--- config.mk ---
export PLATFORM = sky130hd
export DESIGN_NAME = twcbf_mod
export DESIGN_NICKNAME = d
export VERILOG_FILES = /design/src/design/twcbf_mod.sv
export SDC_FILE = /design/constraint.sdc
export NUM_CORES = 1
export LEC_CHECK = 0
export BUFFER_PORTS_ARGS = -buffer_cell sky130_fd_sc_hd__buf_2
export CORE_ASPECT_RATIO = 1.25
export CORE_MARGIN = 5
export CORE_UTILIZATION = 32
export CTS_CLUSTER_DIAMETER = 30
export DETAILED_ROUTE_END_ITERATION = 10
export GPL_ROUTABILITY_DRIVEN = 0
export MAX_ROUTING_LAYER = met4
export SETUP_SLACK_MARGIN = 0.3
export SLEW_MARGIN = 10
export SYNTH_ARGS = -nofsm -noshare
export SYNTH_HDL_FRONTEND = slang
export SYNTH_SLANG_ARGS = --single-unit
--- constraint.sdc ---
create_clock -name clock -period 5.1 [get_ports clock]
set_input_delay 1.02 -clock clock [delete_from_list [all_inputs] [get_ports clock]]
set_output_delay 1.02 -clock clock [all_outputs]
set_load 0.05 [all_outputs]
--- src/design/twcbf_mod.sv ---
// ----------------------------------------------------------------------------
// twcbf_mod: iterative remainder unit
// Restoring division, one dividend bit per cycle, over all 32 dividend bits.
// ----------------------------------------------------------------------------
module twcbf_mod #(
   parameter int DW = 13
) (
   input  logic          clock,
   input  logic          reset,
   input  logic          go,
   input  logic [31:0]   dividend,
   input  logic [DW-1:0] divisor,
   output logic          done,
   output logic [DW-1:0] rem
);

   logic [31:0]   num_ff, num_in;
   logic [DW-1:0] div_ff, div_in;
   logic [DW-1:0] rem_ff, rem_in;
   logic [4:0]    cnt_ff, cnt_in;
   logic          run_ff, run_in;
   logic          done_ff, done_in;
   logic [DW:0]   trial;

   // shift in next bit and subtract when it fits
   always_comb begin
      num_in  = num_ff;
      div_in  = div_ff;
      rem_in  = rem_ff;
      cnt_in  = cnt_ff;
      run_in  = run_ff;
      done_in = 1'b0;
      trial   = {rem_ff, num_ff[31]};
      if (go) begin
         num_in = dividend;
         div_in = divisor;
         rem_in = '0;
         cnt_in = '0;
         run_in = 1'b1;
      end else if (run_ff) begin
         if (trial >= {1'b0, div_ff}) begin
            trial = trial - {1'b0, div_ff};
         end
         rem_in = trial[DW-1:0];
         num_in = {num_ff[30:0], 1'b0};
         cnt_in = cnt_ff + 5'd1;
         if (cnt_ff == 5'd31) begin
            run_in  = 1'b0;
            done_in = 1'b1;
         end
      end
   end

   always_ff @(posedge clock) begin
      if (reset) begin
         run_ff  <= 1'b0;
         done_ff <= 1'b0;
         cnt_ff  <= '0;
      end else begin
         run_ff  <= run_in;
         done_ff <= done_in;
         cnt_ff  <= cnt_in;
      end
      num_ff <= num_in;
      div_ff <= div_in;
      rem_ff <= rem_in;
   end

   assign done = done_ff;
   assign rem  = rem_ff;

endmodule

==> flow_summary.ini, run 1 <==
[synthesis]
synth_top_area_frac = 0.406
syn_avg_cell_area_um2 = 11.5
synth_fp_nets = 353
synth_cell_types = 47
synth_edf_count = 45
syn_area_um2 = 3330
synth_commonest_cells = edfxtp_1, mux2_2, nor2_1
postSynthCellCount = 289
synth.area.top_cells = edfxtp_1, dfxtp_1, mux2_2
yosysMostFrequentCell = edfxtp_1
synth_largest_area_cell = edfxtp_1
synthFlopType = edfxtp_1
ys_ff_latch = 65
async_flop_share = 0
yosys_warnings = 0
yosysSeqAreaShare = 0.526

[timing]
drv_slew = 0
fin_crit_ns = 2.66
finalClockSkew_ns = 0.00321
post-route-period-util = 0.521
fmax_mhz = 377
slew_headroom = 0.511
setup-tns-final_ns = 0
hold_viol = 0
worstMarginPinSlew_ns = 0.734
finalSetupViolations = 0
rsz0062_at_grt = false

[clock_network]
cts_sinks = 65
clock_latency_ns = 0.32
cts-buffers-inserted = 9
path_clk_slew_ns = 0.06
cts_root_buffer = clkbuf_16
cts_max_path_buffers = 2
postCtsSetupRepairBufs = 0
cts_max_level = 3
cts_tree = yes
cts_resized = 0
hold_buffers = 0

[worst_setup_path]
crit_required_ns = 5.33
cp.buffers_inverters = 1
start_kind = flop
critPathMaxStageDelay_ns = 0.42
r2r_cells = 9
crit_path_end_kind = flop
crit_fanout = 15
slowest_stage = or3b_1
arrival_ns = 2.89
crit_family = simple AND/OR/NAND/NOR gates
path_depth = 9
critical_path_class = flop to flop
crit_chain = inv_1 -> ha_1 -> fa_1 -> nor2b_1 -> o31ai_1 -> a311oi_4 -> nor2_2 -> or3b_1 -> a311oi_2

[global_route]
grt-ovfl-total = 0
grt_usage = 0.118
grt_pass1_vias = 2410
antenna_found_initial = 0
grt_max_degree = 43
grt_pass1_wl_mm = 11.3

[cells_and_area]
fin_area_um2 = 4100
drive_above_1_share = 0.345
insertedDiodeCount = 0
areaGrowthSynthToFinish_pct = 23.1
register_area_um2 = 1750
final_nets = 413
multiInputGateArea_um2 = 1450
n_fill_cell = 995

[placement]
dpl_cell_area_um2 = 3760
detailed_place_hpwl_mm = 4.91
io_buffer_count = 61

[floorplan]
die_w_um = 101
chipHeight_um = 124
initial_core_util = 0.328
dieArea_um2 = 12600
core-area_um2 = 10200
rows = 41
boundaryPins = 62

[power_and_ir_drop]
power_leakage_uw = 0.00172
vdd_ir_drop_max_v = 0.000211
power_density_nw_per_um2 = 395

[routing]
postRouteAntennaNets = 0
wire_per_inst_um = 14.3
drt_iter0_markers = 83
drc = 0
avgViaCountPerCell = 4.86
detail_route.wirelength_mm = 6.93
vias = 2346
firstDrtPassIters = 4

[min_path]
hp-class = flop to flop
hold_depth = 2

[job]
cap_violations = 0

[run_status]
status = complete, no violations
-- state kept, by name, indices dropped and copies added (netlist names) --
| name | cells |
|---|---|
| rem | 13 |
| cnt_ff | 5 |
| done | 1 |
| num_ff | 32 |
| div_ff | 13 |
| run_ff | 1 |
-- where the power goes --
part / total [µW] / leakage (µW) / switching [µW] / internal, µW
registers: 640 / 0.000613 / 21.1 / 619
clock network: 711 / 0.000163 / 231 / 480
logic: 269 / 0.000946 / 160 / 109
total: 1620 / 0.00172 / 412 / 1210
-- worst register-to-register path: stages (launching register included) --
cell,delay [ns]
edfxtp_1,0.34
inv_1,0.04
ha_1,0.21
fa_1,0.41
nor2b_1,0.20
o31ai_1,0.15
a311oi_4,0.33
nor2_2,0.21
or3b_1,0.42
a311oi_2,0.24
-- kinds of logic (layout without fill, tap and decap cells) --
group	count (synthesis)	in the layout	synth area share
XOR/XNOR	7	7	0.0184
multiplexers	34	34	0.114
flip-flops	65	65	0.526
buffers and inverters	34	99	0.0398
AO/OA/AOI/OAI	56	56	0.123
adder cells (fa/ha/maj)	16	16	0.0623
AND/OR/NAND/NOR	77	77	0.116
-- stage by stage --
| step | setup slack, ns | std cells | power [µW] | utilization | hold slack, ns |
|---|---|---|---|---|---|
| after floorplan | 2.49 | 289 | 851 | - | 0.467 |
| after global placement | 2.47 | 467 | 917 | 0.370 | 0.486 |
| after detailed placement | 2.43 | 467 | 920 | 0.370 | 0.511 |
| after CTS | 2.44 | 483 | 1640 | 0.404 | 0.519 |
| after global routing | 2.26 | 483 | 1700 | 0.404 | 0.540 |
| final | 2.44 | 483 | 1620 | 0.404 | 0.513 |
-- placed cells by master, fill, tap and decap left out, types with 4 or more instances in the layout --
cell	n
nand2_1	20
a21oi_1	13
nor2b_1	4
edfxtp_1	45
nor2_1	27
buf_2	61
or2_2	4
xnor2_1	5
inv_1	20
a311oi_1	9
dfxtp_1	20
mux2_2	32
ha_1	15
clkbuf_16	9
o21ai_0	10
-- per-layer routing --
| layer | global-route usage | wire, µm | up-vias |
|---|---|---|---|
| met5 | - | 0 | - |
| met4 | 0.0382 | 70 | 0 |
| met3 | 0.0364 | 370 | 7 |
| met2 | 0.196 | 3410 | 54 |
| met1 | 0.138 | 3080 | 1114 |
| li1 | - | - | 1171 |
-- layout make-up --
class | count | share of cell area
clock buffers | 10 | 0.0558
repair buffers | 63 | 0.0781
well taps | 129 | 0.0394
multi-input cells | 190 | 0.353
flip-flops and latches | 65 | 0.427
inverters | 20 | 0.0183
clock inverters | 6 | 0.0281
-- path summary, 6_finish.rpt --
path,from,end,slack [ns]
setup / recovery,num_ff[31]$_DFFE_PP_,rem[10]$_SDFFE_PP0P_,2.44
hold / removal,cnt_ff[4]$_SDFFE_PP0P_,cnt_ff[4]$_SDFFE_PP0P_,0.51
setup reg to reg,num_ff[31]$_DFFE_PP_,rem[10]$_SDFFE_PP0P_,2.44
hold reg to reg,cnt_ff[4]$_SDFFE_PP0P_,cnt_ff[4]$_SDFFE_PP0P_,0.51
(Power assumes the default switching activity.)
==> run 2: changes to the inputs <==
- clock period: 5.1 -> 2.3 ns (I/O delays scaled with it)
==> run 2 against run 1 <==
Fmax up 16%; sequential power rose by 120%; total power rose by 130%; clock skew increased by 0.0012 ns; count of clock-buffer cells in the layout stayed put; register-to-register slack worse by 2.4 ns; critical path type unchanged.
==> flow_summary.ini, run 2 (synthesized netlist as in run 1, its figures left out) <==
[clock_network]
cts_root_buffer = clkbuf_16
cts_max_path_buffers = 2
clock_latency_ns = 0.33
hold_buffers = 0
cts_tree = yes
cts_sinks = 65
cts_max_level = 3
path_clk_slew_ns = 0.06
cts-buffers-inserted = 9

[floorplan]
core-area_um2 = 10200
chipHeight_um = 124
boundaryPins = 62
rows = 41
initial_core_util = 0.328
dieArea_um2 = 12600
die_w_um = 101

[placement]
dpl_cell_area_um2 = 3970
detailed_place_hpwl_mm = 5.33
pre_cts_slack_ns = 0.00340
io_buffer_count = 61

[cells_and_area]
final_nets = 433
drive_above_1_share = 0.484
n_fill_cell = 980
insertedDiodeCount = 0
top_register = num_ff
final_cell_mix = buf_2, edfxtp_1, mux2_2
areaGrowthSynthToFinish_pct = 35.0
layout_commonest_cell = buf_2
largest_reg_flops = 32
fin_area_um2 = 4500

[global_route]
grt_usage = 0.126
grt_max_degree = 33
antenna_found_initial = 0
grt-ovfl-total = 0
grt_pass1_vias = 2574
grt_pass1_wl_mm = 11.9

[timing]
slew_headroom = 0.610
finalClockSkew_ns = 0.00441
post-route-period-util = 0.995
holdWs_ns = 0.298
setup-tns-final_ns = 0
finalSetupViolations = 0
hold_viol = 0
layout_setup_ws_ns = 0.0110
rsz0062_at_grt = true
worstMarginPinSlew_ns = 0.583
fin_crit_ns = 2.29
drv_slew = 0
fmax_mhz = 437

[worst_setup_path]
start_kind = flop
crit_required_ns = 2.53
rrSetupSlack_ns = 0.01
crit_path_end_kind = flop
critical_path_class = flop to flop
crit_fanout = 5
arrival_ns = 2.52

[run_status]
status = complete, no violations

[job]
cap_violations = 0

[routing]
vias = 2457
drt_iter0_markers = 91
avgViaCountPerCell = 4.88
detail_route.wirelength_mm = 7.14
firstDrtPassIters = 4
drc = 0
postRouteAntennaNets = 0
wire_per_inst_um = 14.2

[min_path]
hp-class = primary input to flop

[power_and_ir_drop]
power_leakage_uw = 0.00185
totalPowerFinal_uw = 3790
power_density_nw_per_um2 = 843
vdd_ir_drop_max_v = 0.000623
==> run 2: cell types whose count changed in the layout (fill, tap and decap cells not counted), sizes merged <==
cell      before  now
clkinvlp       1    2
clkinv         1    0
or2            4    5
buf           63   82
==> run 2: critical path, stage by stage (launching register included) <==
cell,delay (ns)
edfxtp_1,0.34
inv_1,0.05
ha_2,0.19
fa_2,0.37
nor2b_4,0.17
o31ai_4,0.08
a311oi_4,0.30
buf_4,0.18
or2_4,0.17
o311ai_1,0.10
a311oi_1,0.25
==> run 2: layer usage <==
metal	wire [µm]	up-vias	GRT usage
met5	0	-	-
met3	394	13	0.0336
met4	164	0	0.0632
li1	-	1222	-
met1	2920	1157	0.138
met2	3660	65	0.210
==> run 2: timing repair <==
action,4_1_cts,5_1_grt
pin swaps,9,3
hold endpoints to repair,0,0
gates resized for setup,15,11
endpoints found under the setup margin,13,13
cloned,1,0
buffers inserted,6,3
==> run 2: final timing paths <==
check	from	endpoint	depth (start not counted)
worst max-delay path	num_ff[31]$_DFFE_PP_	rem[7]$_SDFFE_PP0P_	10
worst min-delay path	reset	run_ff$_SDFF_PP0_	2
worst max register to register	num_ff[31]$_DFFE_PP_	rem[7]$_SDFFE_PP0P_	10
worst min register to register	cnt_ff[4]$_SDFFE_PP0P_	cnt_ff[4]$_SDFFE_PP0P_	2
==> run 2: per-stage QoR <==
step | utilization | cells
after detailed placement | 0.391 | 477
after floorplan | - | 289
after global routing | 0.443 | 503
final | 0.443 | 503
after global placement | 0.391 | 477
after CTS | 0.437 | 500
==> run 2: power by group <==
part / total (µW) / internal, µW / switching [µW]
clock: 1610 / 1090 / 518
combinational: 753 / 353 / 400
sequential: 1430 / 1370 / 56.4
==> run 2: cell type report <==
| class | instances | area (µm²) | share of cell area |
|---|---|---|---|
| Sequential cell | 65 | 1780 | 0.396 |
| Multi-Input combinational cell | 191 | 1630 | 0.363 |
| Timing Repair Buffer | 82 | 495 | 0.110 |
| Clock buffer | 10 | 239 | 0.0531 |
| Tap cell | 129 | 161 | 0.0359 |
| Clock inverter | 6 | 114 | 0.0253 |
| Inverter | 20 | 75.1 | 0.0167 |
