===== config.mk =====
export PLATFORM = sky130hd
export DESIGN_NAME = twcbf_hash
export DESIGN_NICKNAME = d
export VERILOG_FILES = /design/src/design/twcbf_pkg.sv /design/src/design/twcbf_hash.sv
export SDC_FILE = /design/constraint.sdc
export NUM_CORES = 1
export LEC_CHECK = 0
export ABC_CLOCK_PERIOD_IN_PS = 16300
export BUFFER_PORTS_ARGS = -buffer_cell sky130_fd_sc_hd__buf_2
export CAP_MARGIN = 20
export CORE_ASPECT_RATIO = 1.75
export CORE_MARGIN = 5
export CORE_UTILIZATION = 30
export CTS_CLUSTER_DIAMETER = 60
export CTS_CLUSTER_SIZE = 25
export DETAILED_ROUTE_END_ITERATION = 8
export PLACE_DENSITY = 0.49
export SLEW_MARGIN = 5
export SYNTH_ARGS = -nofsm -noshare
export SYNTH_HDL_FRONTEND = slang
export SYNTH_SLANG_ARGS = --single-unit

===== constraint.sdc =====
create_clock -name clock -period 16.3 [get_ports clock]
set_input_delay 0.815 -clock clock [delete_from_list [all_inputs] [get_ports clock]]
set_output_delay 0.815 -clock clock [all_outputs]
set_load 0.02 [all_outputs]

===== src/design/twcbf_pkg.sv =====
// ----------------------------------------------------------------------------
// twcbf_pkg: shared types and constants
// Op and status codes, register indexes, hash constants and the sequencer
// states of the sliding-window counting Bloom filter.
// ----------------------------------------------------------------------------
package twcbf_pkg;

   typedef enum logic [1:0] {
      OP_TICK   = 2'd0,
      OP_INSERT = 2'd1,
      OP_QUERY  = 2'd2,
      OP_REMOVE = 2'd3
   } op_type;

   localparam logic [1:0] STATUS_DONE    = 2'd0;
   localparam logic [1:0] STATUS_NO_HIT  = 2'd1;
   localparam logic [1:0] STATUS_REFUSED = 2'd2;

   localparam logic [1:0] REG_BLOOM_USED     = 2'd0;
   localparam logic [1:0] REG_FILL_THRESHOLD = 2'd1;
   localparam logic [1:0] REG_AGE_LIMIT      = 2'd2;

   localparam logic [10:0] BLOOM_USED_RST = 11'd1024;
   localparam logic [10:0] FILL_THR_RST   = 11'd819;
   localparam logic [31:0] AGE_LIMIT_RST  = 32'd60;

   localparam logic [31:0] DJB_INIT  = 32'd5381;
   localparam logic [31:0] SDBM_INIT = 32'd0;
   localparam logic [31:0] FNV_INIT  = 32'd2166136261;
   localparam logic [31:0] FNV_PRIME = 32'd16777619;

   localparam logic [7:0]  CTR_MAX = 8'd255;
   localparam logic [10:0] OCC_MAX = 11'd2047;

   typedef enum logic [3:0] {
      ST_INIT,
      ST_IDLE,
      ST_HASH_GO,
      ST_HASH_WAIT,
      ST_AGE,
      ST_CLEAR,
      ST_REDUCE,
      ST_OP_START,
      ST_SCAN,
      ST_RD,
      ST_RMW,
      ST_QSCAN,
      ST_QRD,
      ST_QCHK,
      ST_RESP
   } state_type;

endpackage


===== src/design/twcbf_hash.sv =====
// ----------------------------------------------------------------------------
// twcbf_hash: byte-wise djb2, sdbm and FNV-1a accumulators
// Folds one key byte per accepted word; on the last byte the final hashes
// are latched and the accumulators return to their seeds.
// ----------------------------------------------------------------------------
module twcbf_hash (
   input  logic             clock,
   input  logic             reset,
   input  logic             en,
   input  logic [7:0]       key_byte,
   input  logic             last,
   output logic [2:0][31:0] hash_final
);

   logic [2:0][31:0] acc_ff, acc_in;
   logic [2:0][31:0] fin_ff, fin_in;
   logic [31:0]      b32;

   assign b32 = {24'd0, key_byte};

   // one update step of all three hashes
   always_comb begin
      acc_in = acc_ff;
      fin_in = fin_ff;
      if (en) begin
         fin_in[0] = (acc_ff[0] << 5) + acc_ff[0] + b32;
         fin_in[1] = b32 + (acc_ff[1] << 6) + (acc_ff[1] << 16) - acc_ff[1];
         fin_in[2] = 32'((acc_ff[2] ^ b32) * twcbf_pkg::FNV_PRIME);
         if (last) begin
            acc_in[0] = twcbf_pkg::DJB_INIT;
            acc_in[1] = twcbf_pkg::SDBM_INIT;
            acc_in[2] = twcbf_pkg::FNV_INIT;
         end else begin
            acc_in = fin_in;
            fin_in = fin_ff;
         end
      end
   end

   always_ff @(posedge clock) begin
      if (reset) begin
         acc_ff[0] <= twcbf_pkg::DJB_INIT;
         acc_ff[1] <= twcbf_pkg::SDBM_INIT;
         acc_ff[2] <= twcbf_pkg::FNV_INIT;
      end else begin
         acc_ff <= acc_in;
      end
      fin_ff <= fin_in;
   end

   assign hash_final = fin_ff;

endmodule


==> flow_metrics.tcl, run 1 <==
set metrics [dict create \
    status "finished clean" \
    layout.nets 2068 \
    yosys_register_bits 192 \
    dieArea_um2 58200 \
    drcViolationCount 0 \
    r2r_end "acc_ff[94]" \
    io_pins 108 \
    overflow 0 \
    worst_pin_slew_ns 1.05 \
    synthArstFlopShare_pct 0 \
    slew_viol_final 0 \
    vias_per_cell 4.84 \
    core_um2 53100 \
    cp-startpoint "key_byte[4]" \
    dp_cells 2341 \
    fin_crit_sh_pct 38.2 \
    reg2reg_depth 23 \
    wire_per_inst_um 19.1 \
    drtPass1Iterations 4 \
    ys.flop_type "edfxtp_1" \
    rsz0062_at_grt "false" \
    die_width_um 185 \
    slew_headroom_pct 29.8 \
    endpoint "acc_ff[94]" \
    max-cap-violations 0 \
    start_kind "input pin" \
    routabilityCongestion 0.851 \
    critPathMaxFanout 5 \
    area_growth_pct 12.3 \
    cts.sinks 192 \
    portBuffers 107 \
    crit_type "input pin to flip-flop" \
    crit_arrival_ns 6.58 \
    post_cts_buffers 0 \
    syn-cell-area_um2 16000 \
    pre_cts_slack_ns 9.62 \
    worst-endpoint-required_ns 16.65 \
    grt_pass1_vias 12209 \
    crit_path_max_incr_delay_ns 0.50 \
    whs_ns 0.487 \
    ys_seq_area_share_pct 30.0 \
    ys_top_cells_by_area "ha_1 (22%), edfxtp_1 (18%), dfxtp_1 (12%)" \
    ys_types 66 \
    rows 112 \
    clk_latency_ns 0.47 \
    drt_wl_total_um 45200 \
    ant_nets 0 \
    synth.top_cell.area_share_pct 22.2 \
    antenna_found_initial 3 \
    setup_viol 0 \
    synth_edf_count 96 \
    cp-end-kind "flip-flop" \
    grt_max_degree 52 \
    final_cells 2374 \
    vias 11496 \
    die_h_um 315 \
    path_cells "buf_2 > xnor2_1 > inv_1 > ha_1 > ha_1 > fa_1 > ha_1 > inv_1 > fa_1 > inv_1 > ha_1 > inv_1 > fa_1 > inv_1 > ha_1 > a2111oi_2 > o21ai_1 > a32oi_1 > and3_1 > o31ai_2 > a221o_1 > a21oi_1 > xnor2_1 > a22o_1" \
    htree_levels 4 \
    worstHoldPathType "flip-flop to flip-flop" \
    hold_violations 0 \
    r2r_start "acc_ff[68]" \
    dr.first_iter.drc_count 389 \
    cp_slowest_cell "fa_1" \
    start_util_pct 30.1 \
    skew_ns 0.0203 \
    grt_pass1_wl_um 69500 \
    yosys.area.top_type "ha_1" \
    cts_tree "built" \
    synth_nets 1963 \
    cts.clk_slew.worst_paths_ns 0.08 \
    timing.final.ws_setup_ns 10.07 \
    fmax_ghz 0.161 \
    reg2reg_slack_ns 10.21 \
    cts.repair.resized 0 \
    cts_buffers 17 \
    ctsHoldBuffers 0 \
    final.min_clock_period_ns 6.23 \
    synthCells 1571 \
    drive_gt1_share_pct 9.65 \
    dp_hpwl_um 37000 \
    tns_ns 0 \
    root_buffer "clkbuf_16" \
    track_usage_pct 15.7 \
    ys_warn_count 0 \
    cts_buffer_depth 2 \
    avgSynthCellArea_um2 10.2 \
]
worst min path at each step:
stage,from,endpoint,slack [ns],depth (start not counted)
after floorplan,acc_ff[45],acc_ff[45],0.44,1
after CTS,acc_ff[45],acc_ff[45],0.49,1
after global placement,acc_ff[45],acc_ff[45],0.46,1
final,acc_ff[45],acc_ff[45],0.49,1
after detailed placement,acc_ff[45],acc_ff[45],0.47,1
after global routing,acc_ff[45],acc_ff[45],0.51,1
sequential cells by signal (all words and copies together) (netlist names):
register    cells
acc_ff         96
hash_final     96
critical path: cells and delay by family:
family                     cells  cell delay (ns)
AOI/OAI and AO/OA              7             1.76
xor gates and xnor gates       2             0.48
and+or+nand+nor                1             0.26
buffers and inverters          6             0.53
adders and majority gates      8             2.70
area by class of cell:
| cell class | instances | area (um2) |
|---|---|---|
| flip-flops and latches | 192 | 4800 |
| well taps | 684 | 856 |
| inverters | 266 | 998 |
| diodes | 1 | 2.50 |
| repair buffers | 115 | 598 |
| multi-input cells | 1084 | 10100 |
| clock buffers | 17 | 425 |
| clock inverters | 15 | 175 |
| fillers | 5427 | 35200 |
per-layer routing:
layer | share of wire [%] | up-vias | routed length, um | track usage (%)
li1 | - | 5608 | - | -
met1 | 36 | 5586 | 16400 | 15.8
met2 | 57 | 209 | 25600 | 31.4
met3 | 3.1 | 89 | 1400 | 2.50
met4 | 4.1 | 4 | 1860 | 6.42
met5 | 0.035 | - | 16 | 0
cells by family after synthesis:
kind of cell,synth area share [%]
multiplexers,1.31
flip-flops,30.0
buffers and inverters,6.93
AND/OR/NAND/NOR,7.71
XOR/XNOR,6.02
AO/OA/AOI/OAI,13.7
adder cells (fa/ha/maj),34.2
cells in the final DEF (no fill, tap or decap), types with 43 or more instances in the layout:
| cell type | netlist | layout |
|---|---|---|
| nand2_1 | 55 | 55 |
| a21o_1 | 43 | 43 |
| nor2_1 | 84 | 83 |
| dfxtp_1 | 96 | 96 |
| edfxtp_1 | 96 | 96 |
| inv_1 | 266 | 266 |
| fa_1 | 96 | 96 |
| a21oi_1 | 96 | 96 |
| ha_1 | 284 | 284 |
| buf_2 | 1 | 106 |
| xnor2_1 | 80 | 80 |
Yosys cell counts (all sizes together) (11+ instances only):
| cell type | count |
|---|---|
| xor2 | 30 |
| mux2i | 21 |
| nor2b | 33 |
| a211oi | 13 |
| nand2 | 55 |
| clkbuf | 21 |
| o21ai | 46 |
| xnor2 | 80 |
| dfxtp | 96 |
| ha | 284 |
| a22o | 31 |
| nor2 | 84 |
| a31oi | 13 |
| nand2b | 14 |
| inv | 266 |
| a2bb2oi | 15 |
| a21o | 43 |
| a21oi | 97 |
| and3 | 11 |
| nand3 | 11 |
| edfxtp | 96 |
| fa | 96 |
| and2 | 11 |
per-stage QoR:
stage | area (um2) | utilization [%]
3_3_place_gp | 17300 | 32.7
4_1_cts | 17900 | 33.8
2_1_floorplan | 16000 | -
6_report | 18000 | 33.8
5_1_grt | 17900 | 33.8
3_5_place_dp | 17300 | 32.7
Power of run 1 is left out: the tool's default activity adds up to more than one toggle a clock period on the data nets, which glitch-free logic cannot reach.
==> run 2: changes to the inputs <==
--- a/config.mk
+++ b/config.mk
@@ -5,7 +5,8 @@
 export SDC_FILE = /design/constraint.sdc
 export NUM_CORES = 1
 export LEC_CHECK = 0
-export ABC_CLOCK_PERIOD_IN_PS = 16300
+export ABC_AREA = 1
+export ABC_CLOCK_PERIOD_IN_PS = 5400
 export BUFFER_PORTS_ARGS = -buffer_cell sky130_fd_sc_hd__buf_2
 export CAP_MARGIN = 20
 export CORE_ASPECT_RATIO = 1.75
@@ -14,7 +15,7 @@
 export CTS_CLUSTER_DIAMETER = 60
 export CTS_CLUSTER_SIZE = 25
 export DETAILED_ROUTE_END_ITERATION = 8
-export PLACE_DENSITY = 0.49
+export PLACE_DENSITY = 0.51
 export SLEW_MARGIN = 5
 export SYNTH_ARGS = -nofsm -noshare
 export SYNTH_HDL_FRONTEND = slang
==> constraint.sdc (replaced) <==
create_clock -name clock -period 5.4 [get_ports clock]
set_input_delay 0.27 -clock clock [delete_from_list [all_inputs] [get_ports clock]]
set_output_delay 0.27 -clock clock [all_outputs]
set_load 0.02 [all_outputs]
==> run 2 against run 1 <==
Net effect: core utilization grew 0.30 points; die area grew 14%; clock skew decreased by 0.0044 ns; non-clock buffer count up 28; critical path type is now flip-flop to flip-flop.
==> flow_metrics.tcl, run 2 <==
set metrics [dict create \
    synth.most_common_cell "nand2_1" \
    fmax_ghz 0.190 \
    final_cells 3338 \
    pre_cts_slack_ns -0.465 \
    path_cells "xnor2_2 > inv_2 > ha_1 > ha_1 > fa_1 > ha_1 > fa_1 > ha_1 > inv_1 > fa_1 > inv_1 > ha_1 > inv_1 > o21bai_2 > nor2_1 > nand3_2 > buf_4 > xnor2_1 > inv_1" \
    routabilityCongestion 1.03 \
    synth_edf_count 96 \
    skew_ns 0.0159 \
    dieArea_um2 66500 \
    die_width_um 197 \
    start_util_pct 30.1 \
    grt_pass1_wl_um 93900 \
    core_um2 61000 \
    yosys_register_bits 192 \
    final.min_clock_period_ns 5.25 \
    ys_types 34 \
    ys_seq_area_share_pct 26.2 \
    cts_buffers 17 \
    overflow 0 \
    dp_cells 3303 \
    fin_crit_sh_pct 97.3 \
    worst_path_dominant_cell_family "adder cells" \
    vias_per_cell 4.71 \
    slew_headroom_pct 28.9 \
    root_buffer "clkbuf_16" \
    ys_warn_count 0 \
    yosys-top-cells-count "nand2_1 (623), inv_1 (504), ha_1 (284)" \
    slew_viol_final 0 \
    htree_levels 4 \
    dr.first_iter.drc_count 704 \
    start_kind "flip-flop" \
    setup_viol 0 \
    synth.top_cell.area_share_pct 19.4 \
    cts.clk_slew.worst_paths_ns 0.10 \
    layout.nets 2923 \
    rsz0062_at_grt "false" \
    drive_gt1_share_pct 9.32 \
    reg2reg_slack_ns 0.15 \
    r2r_end "hash_final[76]" \
    synthCells 2399 \
    syn-cell-area_um2 18400 \
    r2r_start "acc_ff[66]" \
    hold_start "key_byte[0]" \
    utilization_pct 34.1 \
    final_cell_mix "nand2_1 (622), inv_1 (500), ha_1 (282)" \
    io_pins 108 \
    fillers 6543 \
    clk_latency_ns 0.49 \
    rows 120 \
    worstHoldPathType "input pin to flip-flop" \
    status "finished clean" \
    cpMostUsedCell "ha_1" \
    worst_pin_slew_ns 1.07 \
    critPathMaxFanout 3 \
    yosys.area.top_type "ha_1" \
    crit_arrival_ns 5.48 \
    max-cap-violations 0 \
    dp_hpwl_um 52400 \
    grt_max_degree 77 \
    wire_per_inst_um 18.7 \
    grt_pass1_vias 16226 \
    synth_nets 2791 \
    hold_end "acc_ff[64]" \
    cp-end-kind "flip-flop" \
    ys.flop_type "edfxtp_1" \
    crit_path_max_incr_delay_ns 0.49 \
    cp_slowest_cell "fa_1" \
    min_path_cells 3 \
    portBuffers 107 \
    vias 15723 \
    die_h_um 337 \
    area_growth_pct 13.2 \
    hold_violations 0 \
    ctsHoldBuffers 0 \
    drcViolationCount 0 \
    track_usage_pct 18.7 \
    ant_nets 0 \
    cts_buffer_depth 2 \
    drt_wl_total_um 62400 \
    avgSynthCellArea_um2 7.65 \
    drtPass1Iterations 5 \
    worst-endpoint-required_ns 5.62 \
    layout_commonest_cell "nand2_1" \
    antenna_found_initial 2 \
    timing.final.ws_setup_ns 0.146 \
    reg2reg_depth 19 \
    synthArstFlopShare_pct 0 \
    cts_tree "built" \
    cp.buffers_inverters 6 \
    ys_top_cells_by_area "ha_1 (19%), edfxtp_1 (16%), nand2_1 (13%)" \
    cts.sinks 192 \
    crit_type "flip-flop to flip-flop" \
]
## run 2: changes by cell type after synthesis, sizes merged, moves of 42 or more
| cell | before | now |
|---|---|---|
| a21oi | 97 | 166 |
| xnor2 | 80 | 23 |
| inv | 266 | 504 |
| nand3 | 11 | 138 |
| nand2 | 55 | 637 |
| a21o | 43 | 1 |
## run 2: worst max-delay path by stage
stage	start	end	slack (ns)	cells after the start
after global placement	key_byte[2]	hash_final[84]	-0.48	23
after floorplan	acc_ff[68]	hash_final[85]	0.61	22
after CTS	acc_ff[66]	hash_final[80]	0.02	20
after detailed placement	key_byte[2]	hash_final[84]	-0.46	23
after global routing	acc_ff[83]	hash_final[95]	0.0005	25
final	acc_ff[66]	hash_final[76]	0.15	19
## run 2: worst min-delay path, cell delays in order
cell     delay (ns)
buf_2          0.14
xnor2_1        0.11
o21ai_0        0.13
## run 2: timing repair
item                                    CTS  global route
endpoints found under the setup margin    9            24
buffers inserted                          0             2
gates resized for setup                   7            12
pin swaps                                 0             1
## run 2: layer usage
layer / up-vias / share of wire, % / GRT usage, %
met5: - / 0 / 0
met4: 0 / 6.7 / 11.1
met3: 131 / 3.2 / 2.52
met2: 360 / 55 / 37.1
met1: 7399 / 35 / 18.0
li1: 7833 / - / -
## run 2: logic make-up (layout without fill, tap and decap cells)
logic type      after synthesis  in the layout  share of synthesized area (%)
flops                       192            192                           26.2
compound gates              223            223                           6.40
other cells                   0              1                              0
fa+ha+maj                   380            380                           29.8
simple gates               1007           1007                           23.5
buf+inv                     534            679                           10.9
xor+xnor                     63             63                           3.13
## run 2: cell type report
class | count | area, um2 | area share [%]
clock inverter | 15 | 228 | 1.10
inverter | 504 | 1900 | 9.12
clock buffer | 17 | 425 | 2.05
multi-input combinational | 1673 | 11600 | 55.9
tap | 793 | 992 | 4.77
sequential | 192 | 4810 | 23.1
timing repair buffer | 143 | 818 | 3.94
antenna | 1 | 2.50 | 0.0120
## run 2: stage by stage
step | cell area (um2) | setup TNS (ns) | hold slack (ns)
2_1_floorplan | 18400 | 0 | 0.393
3_3_place_gp | 20100 | -2.70 | 0.454
3_5_place_dp | 20100 | -2.62 | 0.456
4_1_cts | 20700 | 0 | 0.153
5_1_grt | 20800 | 0 | 0.224
6_report | 20800 | 0 | 0.184
Power of run 2 is left out for the same reason.
==> run 3: changes to the inputs <==
--- a/config.mk
+++ b/config.mk
@@ -16,6 +16,7 @@
 export CTS_CLUSTER_SIZE = 25
 export DETAILED_ROUTE_END_ITERATION = 8
 export PLACE_DENSITY = 0.51
+export SETUP_SLACK_MARGIN = 0.4
 export SLEW_MARGIN = 5
 export SYNTH_ARGS = -nofsm -noshare
 export SYNTH_HDL_FRONTEND = slang
==> run 3 against run 2 <==
Net effect: die area did not move; hold slack got worse by 0.0083 ns; core utilization rose by 1.1 points; clock skew fell by 0.00050 ns; fmax rose by 7.3%; via count rose by 1.4%; final cell count rose by 0.33%; sequential cell count did not move; first-iteration DRC count rose by 9.7%; setup slack improved by 0.36 ns; critical path depth rose by 5; critical path type unchanged; highest routed layer unchanged.
==> flow_metrics.tcl, run 3 (synthesis results as in run 2) <==
set metrics [dict create \
    worstHoldPathType "input pin to flip-flop" \
    final.min_clock_period_ns 4.89 \
    cts_buffer_depth 2 \
    utilization_pct 35.2 \
    final_cell_mix "nand2_1 (604), inv_1 (491), ha_1 (259)" \
    htree_levels 4 \
    slew_viol_final 0 \
    crit_arrival_ns 5.14 \
    vias 15940 \
    root_buffer "clkbuf_16" \
    rsz0062_at_grt "true" \
    core_um2 61000 \
    drcViolationCount 0 \
    dr.first_iter.drc_count 772 \
    dieArea_um2 66500 \
    worst_pin_slew_ns 1.08 \
    grt_pass1_vias 16310 \
    crit_type "flip-flop to flip-flop" \
    timing.final.ws_setup_ns 0.506 \
    setup_viol 0 \
    routabilityCongestion 1.03 \
    skew_ns 0.0154 \
    wire_per_inst_um 18.9 \
    die_width_um 197 \
    fmax_ghz 0.204 \
    cts_buffers 17 \
    vias_per_cell 4.76 \
    antenna_found_initial 2 \
    die_h_um 337 \
    pre_cts_slack_ns -0.465 \
    cp-end-kind "flip-flop" \
    track_usage_pct 18.8 \
    hold_violations 0 \
    dp_hpwl_um 52400 \
    worst-endpoint-required_ns 5.65 \
    layout.nets 2934 \
    cts.clk_slew.worst_paths_ns 0.10 \
    drive_gt1_share_pct 14.0 \
    start_util_pct 30.1 \
    critPathMaxFanout 6 \
    portBuffers 107 \
    start_kind "flip-flop" \
    drtPass1Iterations 7 \
    fin_crit_sh_pct 90.6 \
    slew_headroom_pct 28.1 \
    area_growth_pct 16.9 \
    max-cap-violations 0 \
    drt_wl_total_um 63200 \
    clk_latency_ns 0.49 \
    rows 120 \
    io_pins 108 \
    grt_max_degree 77 \
    cts_tree "built" \
    overflow 0 \
    fillers 6493 \
    status "finished clean" \
    ant_nets 0 \
    grt_pass1_wl_um 94300 \
    layout_commonest_cell "nand2_1" \
    cts.sinks 192 \
]
[run 3: cell types whose count changed in the layout (fill, tap and decap cells not counted), sizes merged]
cell,delta
buf,+11
[run 3: timing repair]
action | CTS | global route
setup buffers | 5 | 8
resized for setup | 53 | 102
pin swaps | 10 | 38
hold buffers | 0 | 0
setup endpoints to repair | 42 | 41
[run 3: through the flow]
stage          cells  hold WS [ns]  area (um2)  TNS (ns)
2_1_floorplan   2399         0.393       18400         0
3_3_place_gp    3303         0.454       20100     -2.70
3_5_place_dp    3303         0.456       20100     -2.62
4_1_cts         3340         0.170       20900         0
5_1_grt         3348         0.187       21500         0
6_report        3349         0.176       21500         0
[run 3: area by class of cell]
cell class / count / area (um2) / area share, %
Multi-Input combinational cell: 1673 / 12200 / 56.7
Sequential cell: 192 / 4830 / 22.5
Antenna cell: 1 / 2.50 / 0.0117
Timing Repair Buffer: 154 / 905 / 4.22
Tap cell: 793 / 992 / 4.62
Inverter: 504 / 1900 / 8.83
Clock buffer: 17 / 425 / 1.98
Clock inverter: 15 / 228 / 1.06
[run 3: final timing paths]
check             slack [ns]        endpoint        start  cells past startpoint
hold / removal          0.18      acc_ff[64]  key_byte[0]                      3
setup / recovery        0.51  hash_final[95]   acc_ff[83]                     24
hold reg to reg         0.47      acc_ff[33]   acc_ff[33]                      2
setup reg to reg        0.51  hash_final[95]   acc_ff[83]                     24
[run 3: per-layer routing]
layer  part of all wire [%]  vias to the layer above  track usage [%]
li1                       -                     7860                -
met2                     55                      403             37.1
met1                     35                     7529             18.0
met5                      0                        -                0
met4                    7.0                        0             11.5
met3                    3.3                      148             2.63
[run 3: critical path, cell delays in order (launching register included)]
cell	delay, ns
dfxtp_2	0.34
buf_12	0.14
ha_4	0.22
ha_4	0.26
inv_2	0.03
fa_1	0.45
inv_1	0.07
ha_1	0.15
inv_2	0.04
fa_1	0.52
inv_2	0.05
fa_1	0.55
inv_2	0.05
fa_2	0.56
inv_2	0.05
ha_4	0.29
nand2_4	0.07
nor3_4	0.17
nand2_2	0.09
o21bai_1	0.16
nand2_1	0.08
nor2_2	0.06
inv_1	0.05
nand2_1	0.05
and2_1	0.13
Power of run 3 is left out for the same reason.
